### config.mk
export PLATFORM = sky130hd
export DESIGN_NAME = moving_average_warmup
export DESIGN_NICKNAME = d
export VERILOG_FILES = /design/src/design/mavg_pkg.sv /design/src/design/moving_average_warmup.sv
export SDC_FILE = /design/constraint.sdc
export NUM_CORES = 1
export LEC_CHECK = 0
export ABC_AREA = 1
export BUFFER_PORTS_ARGS = -buffer_cell sky130_fd_sc_hd__buf_4
export CORE_ASPECT_RATIO = 0.6
export CORE_MARGIN = 4
export CORE_UTILIZATION = 25
export DETAILED_ROUTE_END_ITERATION = 10
export PLACE_DENSITY = 0.4
export SLEW_MARGIN = 15
export SYNTH_ARGS = -nofsm -noshare
export SYNTH_HDL_FRONTEND = slang
export SYNTH_SLANG_ARGS = --single-unit
export TNS_END_PERCENT = 100
### constraint.sdc
create_clock -name clk -period 3.3 [get_ports clk]
set_input_delay 0.33 -clock clk [delete_from_list [all_inputs] [get_ports clk]]
set_output_delay 0.33 -clock clk [all_outputs]
set_load 0.01 [all_outputs]
### src/design/mavg_pkg.sv
// Shared types and fixed widths for the moving average block.
// No dependencies; used by moving_average_warmup, mavg_checker and tb_top.
package mavg_pkg;

  localparam int WIN_W  = 7;
  localparam int CNT_W  = 7;
  localparam int FRAC_W = 8;
  localparam int AVG_W  = 24;
  localparam logic [WIN_W-1:0] WIN_RESET = WIN_W'(3);

  typedef enum logic [1:0] {
    ST_IDLE,
    ST_DIV,
    ST_DONE
  } state_t;

endpackage

### src/design/moving_average_warmup.sv
// Boxcar moving average with warm-up: sample ring, running sum and bit-serial divider.
// Depends on mavg_pkg.
//
// Each item gives one result, floor(sum * 256 / n), where n is the number of
// samples seen in the current series until the window has filled, then the
// window length. An accepted item first updates the sum and ring, then the
// restoring divider produces one quotient bit per cycle, and then the result
// is loaded into the output register when it is free or its result is taken;
// in_stall stays high until that load, so the next item waits until then.
// The output register lets a new item enter while the previous result is
// still waiting to be taken. Writing window_length clears the sum and fill
// count; a zero length acts as 1, and lengths above MAX_WINDOW saturate.
module moving_average_warmup #(
  parameter int MAX_WINDOW  = 64,
  parameter int SAMPLE_BITS = 16
) (
  input  logic                         clk,
  input  logic                         rst_n,
  input  logic                         in_valid,
  output logic                         in_stall,
  input  logic [SAMPLE_BITS-1:0]       in_sample,
  input  logic                         in_series_start,
  output logic                         out_valid,
  input  logic                         out_stall,
  output logic [mavg_pkg::AVG_W-1:0]   out_average,
  input  logic                         cfg_wr_en,
  input  logic [mavg_pkg::WIN_W-1:0]   cfg_wr_data
);

  localparam int WIN_MAX = (MAX_WINDOW < 127) ? MAX_WINDOW : 127;
  localparam int SUM_W   = SAMPLE_BITS + $clog2(WIN_MAX);
  localparam int DIV_W   = SUM_W + mavg_pkg::FRAC_W;
  localparam int BCNT_W  = $clog2(DIV_W + 1);
  localparam int PTR_W   = (MAX_WINDOW > 1) ? $clog2(MAX_WINDOW) : 1;
  localparam int AW      = PTR_W + 1;
  localparam int EXT_W   = (DIV_W > mavg_pkg::AVG_W) ? DIV_W : mavg_pkg::AVG_W;
  localparam logic [mavg_pkg::WIN_W-1:0] WIN_CAP = mavg_pkg::WIN_W'(WIN_MAX);
  localparam logic [AW-1:0]    DEPTH_A  = AW'(MAX_WINDOW);
  localparam logic [PTR_W-1:0] PTR_LAST = PTR_W'(MAX_WINDOW - 1);

  mavg_pkg::state_t state_r, state_nxt;

  logic [mavg_pkg::WIN_W-1:0] win_r;
  logic [mavg_pkg::CNT_W-1:0] cnt_r;
  logic [SUM_W-1:0]           sum_r;
  logic [PTR_W-1:0]           wp_r;
  logic [SAMPLE_BITS-1:0]     ring_mem [MAX_WINDOW];
  logic [SAMPLE_BITS-1:0]     rd_data_r;
  logic [SAMPLE_BITS-1:0]     smp_r;
  logic                       self_r;
  logic                       sub_pend_r;
  logic [DIV_W-1:0]           div_q_r;
  logic [mavg_pkg::CNT_W-1:0] rem_r;
  logic [mavg_pkg::CNT_W-1:0] dvsr_r;
  logic [BCNT_W-1:0]          bit_cnt_r;
  logic                       out_valid_r;
  logic [mavg_pkg::AVG_W-1:0] out_average_r;

  logic                       in_acc;
  logic                       out_load;
  logic [mavg_pkg::WIN_W-1:0] win_eff;
  logic [mavg_pkg::CNT_W-1:0] cnt_base;
  logic [mavg_pkg::CNT_W-1:0] cnt_new;
  logic [SUM_W-1:0]           sum_new;
  logic [mavg_pkg::WIN_W-1:0] back;
  logic [AW-1:0]              old_tmp;
  logic [AW-1:0]              old_wrap;
  logic [PTR_W-1:0]           oldest;
  logic [SAMPLE_BITS-1:0]     sub_val;
  logic [mavg_pkg::CNT_W:0]   rem_sh;
  logic                       q_bit;
  logic [mavg_pkg::CNT_W:0]   rem_diff;
  logic [EXT_W-1:0]           q_ext;

  always_comb begin
    if (win_r == '0) begin
      win_eff = mavg_pkg::WIN_W'(1);
    end else if (win_r > WIN_CAP) begin
      win_eff = WIN_CAP;
    end else begin
      win_eff = win_r;
    end
  end

  assign cnt_base = in_series_start ? '0 : cnt_r;
  assign cnt_new  = (cnt_base < win_eff) ? cnt_base + 1'b1 : win_eff;
  assign sum_new  = (in_series_start ? '0 : sum_r) + SUM_W'(in_sample);

  assign back     = win_eff - 1'b1;
  assign old_tmp  = AW'(wp_r) + DEPTH_A - AW'(back);
  assign old_wrap = (old_tmp >= DEPTH_A) ? old_tmp - DEPTH_A : old_tmp;
  assign oldest   = old_wrap[PTR_W-1:0];
  assign sub_val  = self_r ? smp_r : rd_data_r;

  assign rem_sh   = {rem_r, div_q_r[DIV_W-1]};
  assign rem_diff = rem_sh - {1'b0, dvsr_r};
  assign q_bit    = (rem_sh >= {1'b0, dvsr_r});
  assign q_ext    = EXT_W'(div_q_r);

  assign in_stall    = (state_r != mavg_pkg::ST_IDLE);
  assign in_acc      = in_valid && !in_stall;
  assign out_valid   = out_valid_r;
  assign out_average = out_average_r;

  always_comb begin
    state_nxt = state_r;
    out_load  = 1'b0;
    case (state_r)
      mavg_pkg::ST_IDLE: begin
        if (in_acc) begin
          state_nxt = mavg_pkg::ST_DIV;
        end
      end
      mavg_pkg::ST_DIV: begin
        if (bit_cnt_r == BCNT_W'(1)) begin
          state_nxt = mavg_pkg::ST_DONE;
        end
      end
      mavg_pkg::ST_DONE: begin
        if (!out_valid_r || !out_stall) begin
          out_load  = 1'b1;
          state_nxt = mavg_pkg::ST_IDLE;
        end
      end
      default: begin
        state_nxt = mavg_pkg::ST_IDLE;
      end
    endcase
  end

  always_ff @(posedge clk) begin
    if (!rst_n) begin
      state_r <= mavg_pkg::ST_IDLE;
    end else begin
      state_r <= state_nxt;
    end
  end

  always_ff @(posedge clk) begin
    if (!rst_n) begin
      win_r       <= mavg_pkg::WIN_RESET;
      cnt_r       <= '0;
      sum_r       <= '0;
      wp_r        <= '0;
      sub_pend_r  <= 1'b0;
      bit_cnt_r   <= '0;
      out_valid_r <= 1'b0;
    end else begin
      out_valid_r <= out_load || (out_valid_r && out_stall);
      if (cfg_wr_en) begin
        win_r <= cfg_wr_data;
        cnt_r <= '0;
        sum_r <= '0;
      end else if (in_acc) begin
        cnt_r <= cnt_new;
        sum_r <= sum_new;
      end else if (sub_pend_r) begin
        sum_r <= sum_r - SUM_W'(sub_val);
      end
      if (in_acc) begin
        wp_r       <= (wp_r == PTR_LAST) ? '0 : wp_r + 1'b1;
        sub_pend_r <= (cnt_new >= win_eff);
        bit_cnt_r  <= BCNT_W'(DIV_W);
      end else begin
        sub_pend_r <= 1'b0;
        if (state_r == mavg_pkg::ST_DIV) begin
          bit_cnt_r <= bit_cnt_r - 1'b1;
        end
      end
    end
  end

  // ring write at the slot, read of the oldest sample in the same cycle
  always_ff @(posedge clk) begin
    if (in_acc) begin
      ring_mem[wp_r] <= in_sample;
      rd_data_r      <= ring_mem[oldest];
    end
  end

  always_ff @(posedge clk) begin
    if (in_acc) begin
      smp_r   <= in_sample;
      self_r  <= (back == '0);
      div_q_r <= {sum_new, mavg_pkg::FRAC_W'(0)};
      rem_r   <= '0;
      dvsr_r  <= cnt_new;
    end else if (state_r == mavg_pkg::ST_DIV) begin
      div_q_r <= {div_q_r[DIV_W-2:0], q_bit};
      rem_r   <= q_bit ? rem_diff[mavg_pkg::CNT_W-1:0] : rem_sh[mavg_pkg::CNT_W-1:0];
    end
    if (out_load) begin
      out_average_r <= q_ext[mavg_pkg::AVG_W-1:0];
    end
  end

  a_accept_starts_div: assert property (@(posedge clk) disable iff (!rst_n)
    in_valid && !in_stall |=> state_r == mavg_pkg::ST_DIV)
    else $error("accepted item did not start the divider");

  a_divisor_nonzero: assert property (@(posedge clk) disable iff (!rst_n)
    state_r == mavg_pkg::ST_DIV |-> dvsr_r != '0 && bit_cnt_r != '0)
    else $error("divider running with zero divisor or spent bit count");

  a_count_bounded: assert property (@(posedge clk) disable iff (!rst_n)
    state_r == mavg_pkg::ST_IDLE |-> cnt_r <= win_eff)
    else $error("fill count above window length");

  a_out_drains: assert property (@(posedge clk) disable iff (!rst_n)
    out_valid && !out_stall && state_r != mavg_pkg::ST_DONE |=> !out_valid)
    else $error("result repeated after being taken");

  a_sub_once: assert property (@(posedge clk) disable iff (!rst_n)
    sub_pend_r |=> !sub_pend_r)
    else $error("oldest sample subtracted twice");

endmodule

==> qor.txt, run 1 <==
CTS Root Buffer Type = clkbuf_16
Max Fanout on Critical Path = 8
Critical path buffers and inverters = 7
Clock Skews = 0.03939 ns
clk sinks = 1,176
first-pass GRT wire length = 261.0 mm
violated checks = setup timing
Post-Synthesis Mean Instance Area = 11.29 sq um
final worst setup slack = -0.2819 ns
die width = 586.1 um
unrepaired setup endpoints after global routing = yes
Yosys reg bits = 1,176
fin cells = 7,509
HPWL after detailed placement = 120.2 mm
min-delay src = in_valid
Nets = 4,883
most frequent CP cell = nand2_1
Sequential Power Share = 0.367
fin crit share = 1.085
WP data arrival = 4.05 ns
drt initial violations = 4,153
Critical Path End Type = flop
P_int = 0.02975 W
maxcap violations = 0
Power, Total = 0.04613 W
WL final = 184.7 mm
crit path from = win_r[5]
status = finished, violations left
Slowest-stage cell, CP = fa_4
Max stage delay on crit path = 0.87 ns
full die area = 0.2080 sq mm
Max-slew headroom = 0.2893
crit path kind = flop to flop
Req. time, crit path = 3.77 ns
Syn Std Cell Area = 0.05013 sq mm
GR Overflow Total = 0
commonest non-fill, non-tap cell in the layout = edfxtp_1
Starting Density = 0.2531
Core Area = 0.1980 sq mm
Final Util = 0.3141
# fillers = 20,170
Area contributors post-synth = edfxtp_1 (66%), nand2_1 (5.3%), nor2_1 (5.1%), o21ai_0 (4.9%), o22ai_1 (3.3%)
CP top delay family = adder cells
Fmax = 0.2792 GHz
Peak VDD IR = 0.0004279 V
H-tree level count = 3
P&R area growth vs syn = 24.10%
Sw Ratio = 0.3550
sequential share of the synthesized area = 0.6913
Post-synth ARST share = 0
Antenna Nets Post-Route = 0
Slew Limit Fails = 0
die height = 354.8 um
Mapped Nets = 4,535
Pwr per Cell Area = 741.6 mW/mm^2
Post-Syn Instances = 4,439
EDFF count, synth = 1,110
most frequent cells in the layout = edfxtp_1 (1,110), nor2_1 (649), nand2_1 (649), o21ai_0 (451), buf_4 (356)
leakage power = 22.24 nW
Netlist cell types = 45
Final setup viols = 16
top_reg_cell synth = edfxtp_1
Pre-antenna DRT Iters = 5
clock share of power = 0.288
io pins = 55
pin count of the biggest net entering global routing = 68
Clk pin slew, worst setup/hold paths = 0.07 ns
setup_tns = -3.723 ns
vias in the first global route = 33,730
Placed Cells = 7,233
Startpoint Class = flop
I/O Buffers = 54
fraction of layout cells with a size suffix above 1 = 0.1864
P_sw = 0.01638 W
gpl congestion = 0.8503
CTS Buf Count = 112
DRC Markers = 0
Yosys top cell by area = edfxtp_1
FP Rows = 126
worst path cell trace = nor2_2 > nand2_1 > o21ai_4 > inv_2 > ha_4 > fa_4 > inv_8 > buf_16 > buf_16 > buf_12 > clkbuf_16 > buf_6 > o21ai_2 > o22ai_2 > nand2_1 > nand3_2 > nand3_2 > nand2_2 > nand2_1 > nand2_1
final hold vios = 0
reg-to-reg startpoint = win_r[5]
worst-case hold slack = 0.09837 ns
GRT Overall Usage = 0.1718
combinational share of power = 0.345
worst hold path class = input port to flop
TritonCTS clock tree = done
Routed wire per std cell = 24.59 um
via count = 36,130
Via density = 4.812
Max clock buf depth = 3
Worst-Margin Slew = 1.066 ns
antenna violations before repair = 11
Worst-Skew Late Latency = 0.73 ns
Ys Warns = 0
Yosys top cell area share = 0.6650
minimum clock period = 3.582 ns
==> cells in the mapped netlist (all sizes together), types with 19 or more instances <==
master,instances
buf,129
nor2,685
a21oi,57
o21ai,560
o22ai,266
ha,63
nand2,716
nand4,19
clkbuf,118
edfxtp,1110
nand3,311
inv,231
dfxtp,66
==> worst register-to-register path, cell delays in order (launching register included) <==
cell       delay [ns]
dfxtp_2          0.32
nor2_2           0.09
nand2_1          0.09
o21ai_4          0.17
inv_2            0.07
ha_4             0.22
fa_4             0.87
inv_8            0.05
buf_16           0.16
buf_16           0.19
buf_12           0.14
clkbuf_16        0.16
buf_6            0.11
o21ai_2          0.05
o22ai_2          0.09
nand2_1          0.11
nand3_2          0.09
nand3_2          0.11
nand2_2          0.10
nand2_1          0.08
nand2_1          0.05
==> final cells by class <==
| class | instances | area (sq um) | area share |
|---|---|---|---|
| Antenna cell | 2 | 5.005 | 0.00008046 |
| Clock buffer | 140 | 2949 | 0.04741 |
| Clock inverter | 70 | 691.9 | 0.01112 |
| Inverter | 235 | 917.1 | 0.01474 |
| Multi-Input combinational cell | 2781 | 14760 | 0.2373 |
| Sequential cell | 1176 | 34660 | 0.5572 |
| Tap cell | 2624 | 3283 | 0.05278 |
| Timing Repair Buffer | 481 | 4941 | 0.07943 |
==> power groups by stage <==
stage               registers [W]  logic [W]  clock network, W
floorplan                  0.0171    0.00660                 0
global placement           0.0172     0.0134                 0
detailed placement         0.0172     0.0133                 0
CTS                        0.0169     0.0150            0.0136
global route               0.0169     0.0170            0.0142
finish                     0.0169     0.0159            0.0133
==> what timing repair did <==
action,4_1_cts,5_1_grt
gates resized for setup,211,149
setup buffers,18,9
hold buffers,24,0
cloned,10,9
hold endpoints to repair,35,0
pin swaps,72,118
setup endpoints to repair,16,18
==> stage by stage <==
stage | instance area [sq um] | setup WS, ns
finish | 62200 | -0.2819
global route | 62200 | -0.3758
CTS | 61380 | -0.3557
detailed placement | 56210 | -0.9778
global placement | 56210 | -1.046
floorplan | 50130 | 0.07249
==> worst paths after layout <==
path / slack [ns] / end / cells past startpoint
hold reg to reg: 0.43 / out_average[4] / 0
setup reg to reg: -0.28 / rd_data_r[10] / 20
hold / removal: 0.1 / wp_r[3] / 4
setup / recovery: -0.28 / rd_data_r[10] / 20
==> state kept, by name (all words and copies together) (netlist names) <==
signal / count
ring_mem: 1024
div_q_r: 30
out_average: 24
sum_r: 22
rd_data_r: 16
smp_r: 16
cnt_r: 7
dvsr_r: 7
rem_r: 7
win_r: 7
wp_r: 6
bit_cnt_r: 5
state_r: 2
out_valid: 1
self_r: 1
sub_pend_r: 1
==> cells by family after synthesis <==
logic type      count (synthesis)  share of synthesized area
simple gates                 1777                     0.1443
flops                        1176                     0.6913
compound gates                905                    0.09847
buf+inv                       482                    0.04256
fa+ha+maj                      67                    0.01732
xor+xnor                       17                   0.002970
mux                            15                   0.003020
==> layer usage <==
metal | global-route usage | vias up | wire (um)
met4 | 0.02057 | 0 | 2040
li1 | - | 16530 | -
met2 | 0.2231 | 1275 | 70250
met5 | 0 | - | 0
met3 | 0.02373 | 151 | 12670
met1 | 0.2970 | 18170 | 99720
Power figures use the tool's default switching activity.
==> inputs of run 2 (changes only) <==
Settings changed: ABC_AREA 1 to default.
==> run 2 against run 1 <==
The flow still finishes with violations (setup timing). Combinational power is 41% lower. Design area down 5.7%. Via count fell by 29%. First-iteration DRC count shrank 34%. Non-clock buffer count down 67. Register-to-register slack got worse by 0.55 ns. Clock power fell by 5%. Clock skew increased by 0.0011 ns. Setup slack got worse by 0.55 ns. Critical endpoint is now rd_data_r[5]. Largest power group unchanged. Highest routed layer unchanged.
==> qor.txt, run 2 <==
status = finished, violations left (unchanged)
violated checks = setup timing (unchanged)
Clock Skews = 0.04046 ns (was 0.03939 ns)
Adder-Cell Fraction of Synth Area = 0.01817 (was 0.01732)
most frequent CP cell = buf_12 (was nand2_1)
io pins = 55 (unchanged)
Routed wire per std cell = 28.14 um (was 24.59 um)
CP top delay family = adder cells (unchanged)
FF-to-FF End = rd_data_r[5] (was rd_data_r[10])
via count = 25,690 (was 36,130)
EDFF count, synth = 1,110 (unchanged)
Yosys top cell by area = edfxtp_1 (unchanged)
Worst Hold End = smp_r[14] (was wp_r[3])
main combinational cell family by area after synthesis = multiplexers (was simple AND/OR/NAND/NOR gates)
first-pass GRT wire length = 209.2 mm (was 261.0 mm)
Largest register FFs = 1,024 (unchanged)
WP depth = 14 (was 20)
final hold vios = 0 (unchanged)
compound-cell area share of the yosys netlist = 0.03394 (was 0.09847)
worst hold path class = input port to flop (unchanged)
final worst setup slack = -0.8302 ns (was -0.2819 ns)
Startpoint Class = flop (unchanged)
Max stage delay on crit path = 0.83 ns (was 0.87 ns)
sequential share of the synthesized area = 0.7252 (was 0.6913)
Starting Density = 0.2532 (was 0.2531)
WL final = 152.6 mm (was 184.7 mm)
full die area = 0.1984 sq mm (was 0.2080 sq mm)
Post-Synthesis Mean Instance Area = 19.71 sq um (was 11.29 sq um)
most frequent cells in the layout = edfxtp_1 (1,110), mux4_2 (320), buf_4 (311), clkbuf_16 (115), nand2_1 (100) (was edfxtp_1 (1,110), nor2_1 (649), nand2_1 (649), o21ai_0 (451), buf_4 (356))
fin crit share = 1.252 (was 1.085)
Max-slew headroom = 0.3676 (was 0.2893)
unrepaired setup endpoints after global routing = yes (unchanged)
Critical Path End Type = flop (unchanged)
leakage power = 19.12 nW (was 22.24 nW)
maxcap violations = 0 (unchanged)
Placed Cells = 5,135 (was 7,233)
top-count cell post-synth = edfxtp_1 (unchanged)
drt initial violations = 2,745 (was 4,153)
Final setup viols = 17 (was 16)
I/O Buffers = 54 (unchanged)
reg-to-reg startpoint = win_r[3] (was win_r[5])
gpl congestion = 0.7914 (was 0.8503)
fin cells = 5,422 (was 7,509)
die height = 346.6 um (was 354.8 um)
R2R depth = 14 (was 20)
DRC Markers = 0 (unchanged)
Worst-Margin Slew = 0.9485 ns (was 1.066 ns)
Post-Syn Instances = 2,424 (was 4,439)
Final Util = 0.3109 (was 0.3141)
Synth Area in XOR/XNOR = 0.009322 (was 0.002970)
worst path cell trace = nor3_4 > a21oi_2 > or2_4 > ha_4 > fa_4 > buf_12 > buf_16 > buf_12 > buf_12 > buf_6 > mux4_2 > mux4_2 > a211oi_2 > a21oi_1 (was nor2_2 > nand2_1 > o21ai_4 > inv_2 > ha_4 > fa_4 > inv_8 > buf_16 > buf_16 > buf_12 > clkbuf_16 > buf_6 > o21ai_2 > o22ai_2 > nand2_1 > nand3_2 > nand3_2 > nand2_2 > nand2_1 > nand2_1)
WP data arrival = 4.58 ns (was 4.05 ns)
top_reg_cell synth = edfxtp_1 (unchanged)
Largest Register = ring_mem (unchanged)
Core Area = 0.1887 sq mm (was 0.1980 sq mm)
worst-case hold slack = 0.06142 ns (was 0.09837 ns)
GRT Overall Usage = 0.1506 (was 0.1718)
vias in the first global route = 25,650 (was 33,730)
min-delay src = in_sample[14] (was in_valid)
Req. time, crit path = 3.75 ns (was 3.77 ns)
crit path kind = flop to flop (unchanged)
Pre-antenna DRT Iters = 8 (was 5)
Post-synth ARST share = 0 (unchanged)
Syn Std Cell Area = 0.04778 sq mm (was 0.05013 sq mm)
Yosys top cell area share = 0.6976 (was 0.6650)
Pwr per Cell Area = 662.0 mW/mm^2 (was 741.6 mW/mm^2)
Clk pin slew, worst setup/hold paths = 0.07 ns (about the same)
P&R area growth vs syn = 22.76% (was 24.10%)
top cells by count, synth = edfxtp_1 (1,110), mux4_2 (320), nor2_1 (111) (was edfxtp_1 (1,110), nand2_1 (713), nor2_1 (683))
TritonCTS clock tree = done (unchanged)
CTS Root Buffer Type = clkbuf_16 (unchanged)
minimum clock period = 4.130 ns (was 3.582 ns)
Mapped Nets = 2,520 (was 4,535)
die width = 572.4 um (was 586.1 um)
GR Overflow Total = 0 (unchanged)
Ys Warns = 0 (unchanged)
H-tree level count = 3 (unchanged)
CTS Buf Count = 109 (was 112)
Antenna Nets Post-Route = 0 (unchanged)
Area contributors post-synth = edfxtp_1 (70%), mux4_2 (15%), dfxtp_1 (2.8%), ha_1 (1.6%), mux2i_1 (1.1%) (was edfxtp_1 (66%), nand2_1 (5.3%), nor2_1 (5.1%), o21ai_0 (4.9%), o22ai_1 (3.3%))
Max Fanout on Critical Path = 7 (was 8)
Simple-Gate Fraction of Synth Area = 0.03645 (was 0.1443)
Slew Limit Fails = 0 (unchanged)
Fmax = 0.2421 GHz (was 0.2792 GHz)
antenna violations before repair = 13 (was 11)
fraction of layout cells with a size suffix above 1 = 0.3559 (was 0.1864)
HPWL after detailed placement = 95.06 mm (was 120.2 mm)
FP Rows = 123 (was 126)
Yosys reg bits = 1,176 (unchanged)
r2r setup slk = -0.83 ns (was -0.28 ns)
Peak VDD IR = 0.0004327 V (was 0.0004279 V)
Max clock buf depth = 3 (unchanged)
Nets = 2,926 (was 4,883)
Netlist cell types = 69 (was 45)
Via density = 4.738 (was 4.812)
Slowest-stage cell, CP = fa_4 (unchanged)
# fillers = 18,190 (was 20,170)
mux cell area share after synthesis = 0.1622 (was 0.003020)
commonest non-fill, non-tap cell in the layout = edfxtp_1 (unchanged)
Critical path buffers and inverters = 5 (was 7)
pin count of the biggest net entering global routing = 96 (was 68)
Worst-Skew Late Latency = 0.71 ns (was 0.73 ns)
hold path depth = 1 (was 4)
clk sinks = 1,176 (unchanged)
[run 2: final cells by class]
class	instances	area [sq um]	area share
Sequential cell	1176	34660	0.5908
Multi-Input combinational cell	1095	13240	0.2257
Timing Repair Buffer	414	4050	0.06905
Tap cell	2500	3128	0.05333
Clock buffer	137	2875	0.04902
Clock inverter	63	569.3	0.009705
Inverter	34	132.6	0.002261
Antenna cell	3	7.507	0.0001280
[run 2: metal layers]
layer / track usage / wire length (um) / vias to the layer above
li1: - / - / 10740
met2: 0.1979 / 60220 / 882
met4: 0.03061 / 2991 / 0
met5: 0 / 0 / -
met1: 0.2362 / 74980 / 13890
met3: 0.05074 / 14370 / 174
[run 2: what timing repair did]
item / in CTS / in global routing
hold buffers: 24 / 0
setup buffers: 29 / 30
setup endpoints to repair: 25 / 29
hold endpoints to repair: 25 / 0
cloned: 4 / 4
pin swaps: 16 / 35
gates resized for setup: 89 / 73
[run 2: kinds of logic (layout without fill, tap and decap cells)]
family                   after synthesis  in the layout
AO/OA/AOI/OAI                        236            236
XOR/XNOR                              50             50
adder cells (fa/ha/maj)               67             67
buffers and inverters                153            648
flip-flops                          1176           1176
multiplexers                         374            374
other                                  0              3
AND/OR/NAND/NOR                      368            368
[run 2: worst max-delay path by stage]
stage                     startpoint       endpoint  slack (ns)
final                       win_r[3]   rd_data_r[5]       -0.83
after global routing        win_r[3]  rd_data_r[12]       -0.93
after CTS                   win_r[5]   rd_data_r[3]       -0.84
after detailed placement    win_r[5]   rd_data_r[6]       -1.22
after global placement      win_r[5]   rd_data_r[6]       -1.30
after floorplan             win_r[5]  rd_data_r[10]       -0.02
[run 2: through the flow]
| stage | setup slack [ns] | total power, W | setup TNS, ns | cell area, sq um |
|---|---|---|---|---|
| 5_1_grt | -0.9312 | 0.04045 | -14.53 | 58660 |
| 3_5_place_dp | -1.221 | 0.02533 | -18.46 | 53570 |
| 3_3_place_gp | -1.302 | 0.02533 | -19.95 | 53570 |
| 4_1_cts | -0.8360 | 0.03878 | -12.47 | 58010 |
| 6_report | -0.8302 | 0.03883 | -12.35 | 58660 |
| 2_1_floorplan | -0.02144 | 0.02158 | -0.1862 | 48100 |
[run 2: where the power goes]
group	total [W]	switching, W	internal [W]
Combinational	0.00935	0.00490	0.00446
Clock	0.0126	0.00569	0.00688
Sequential	0.0169	0.000317	0.0166
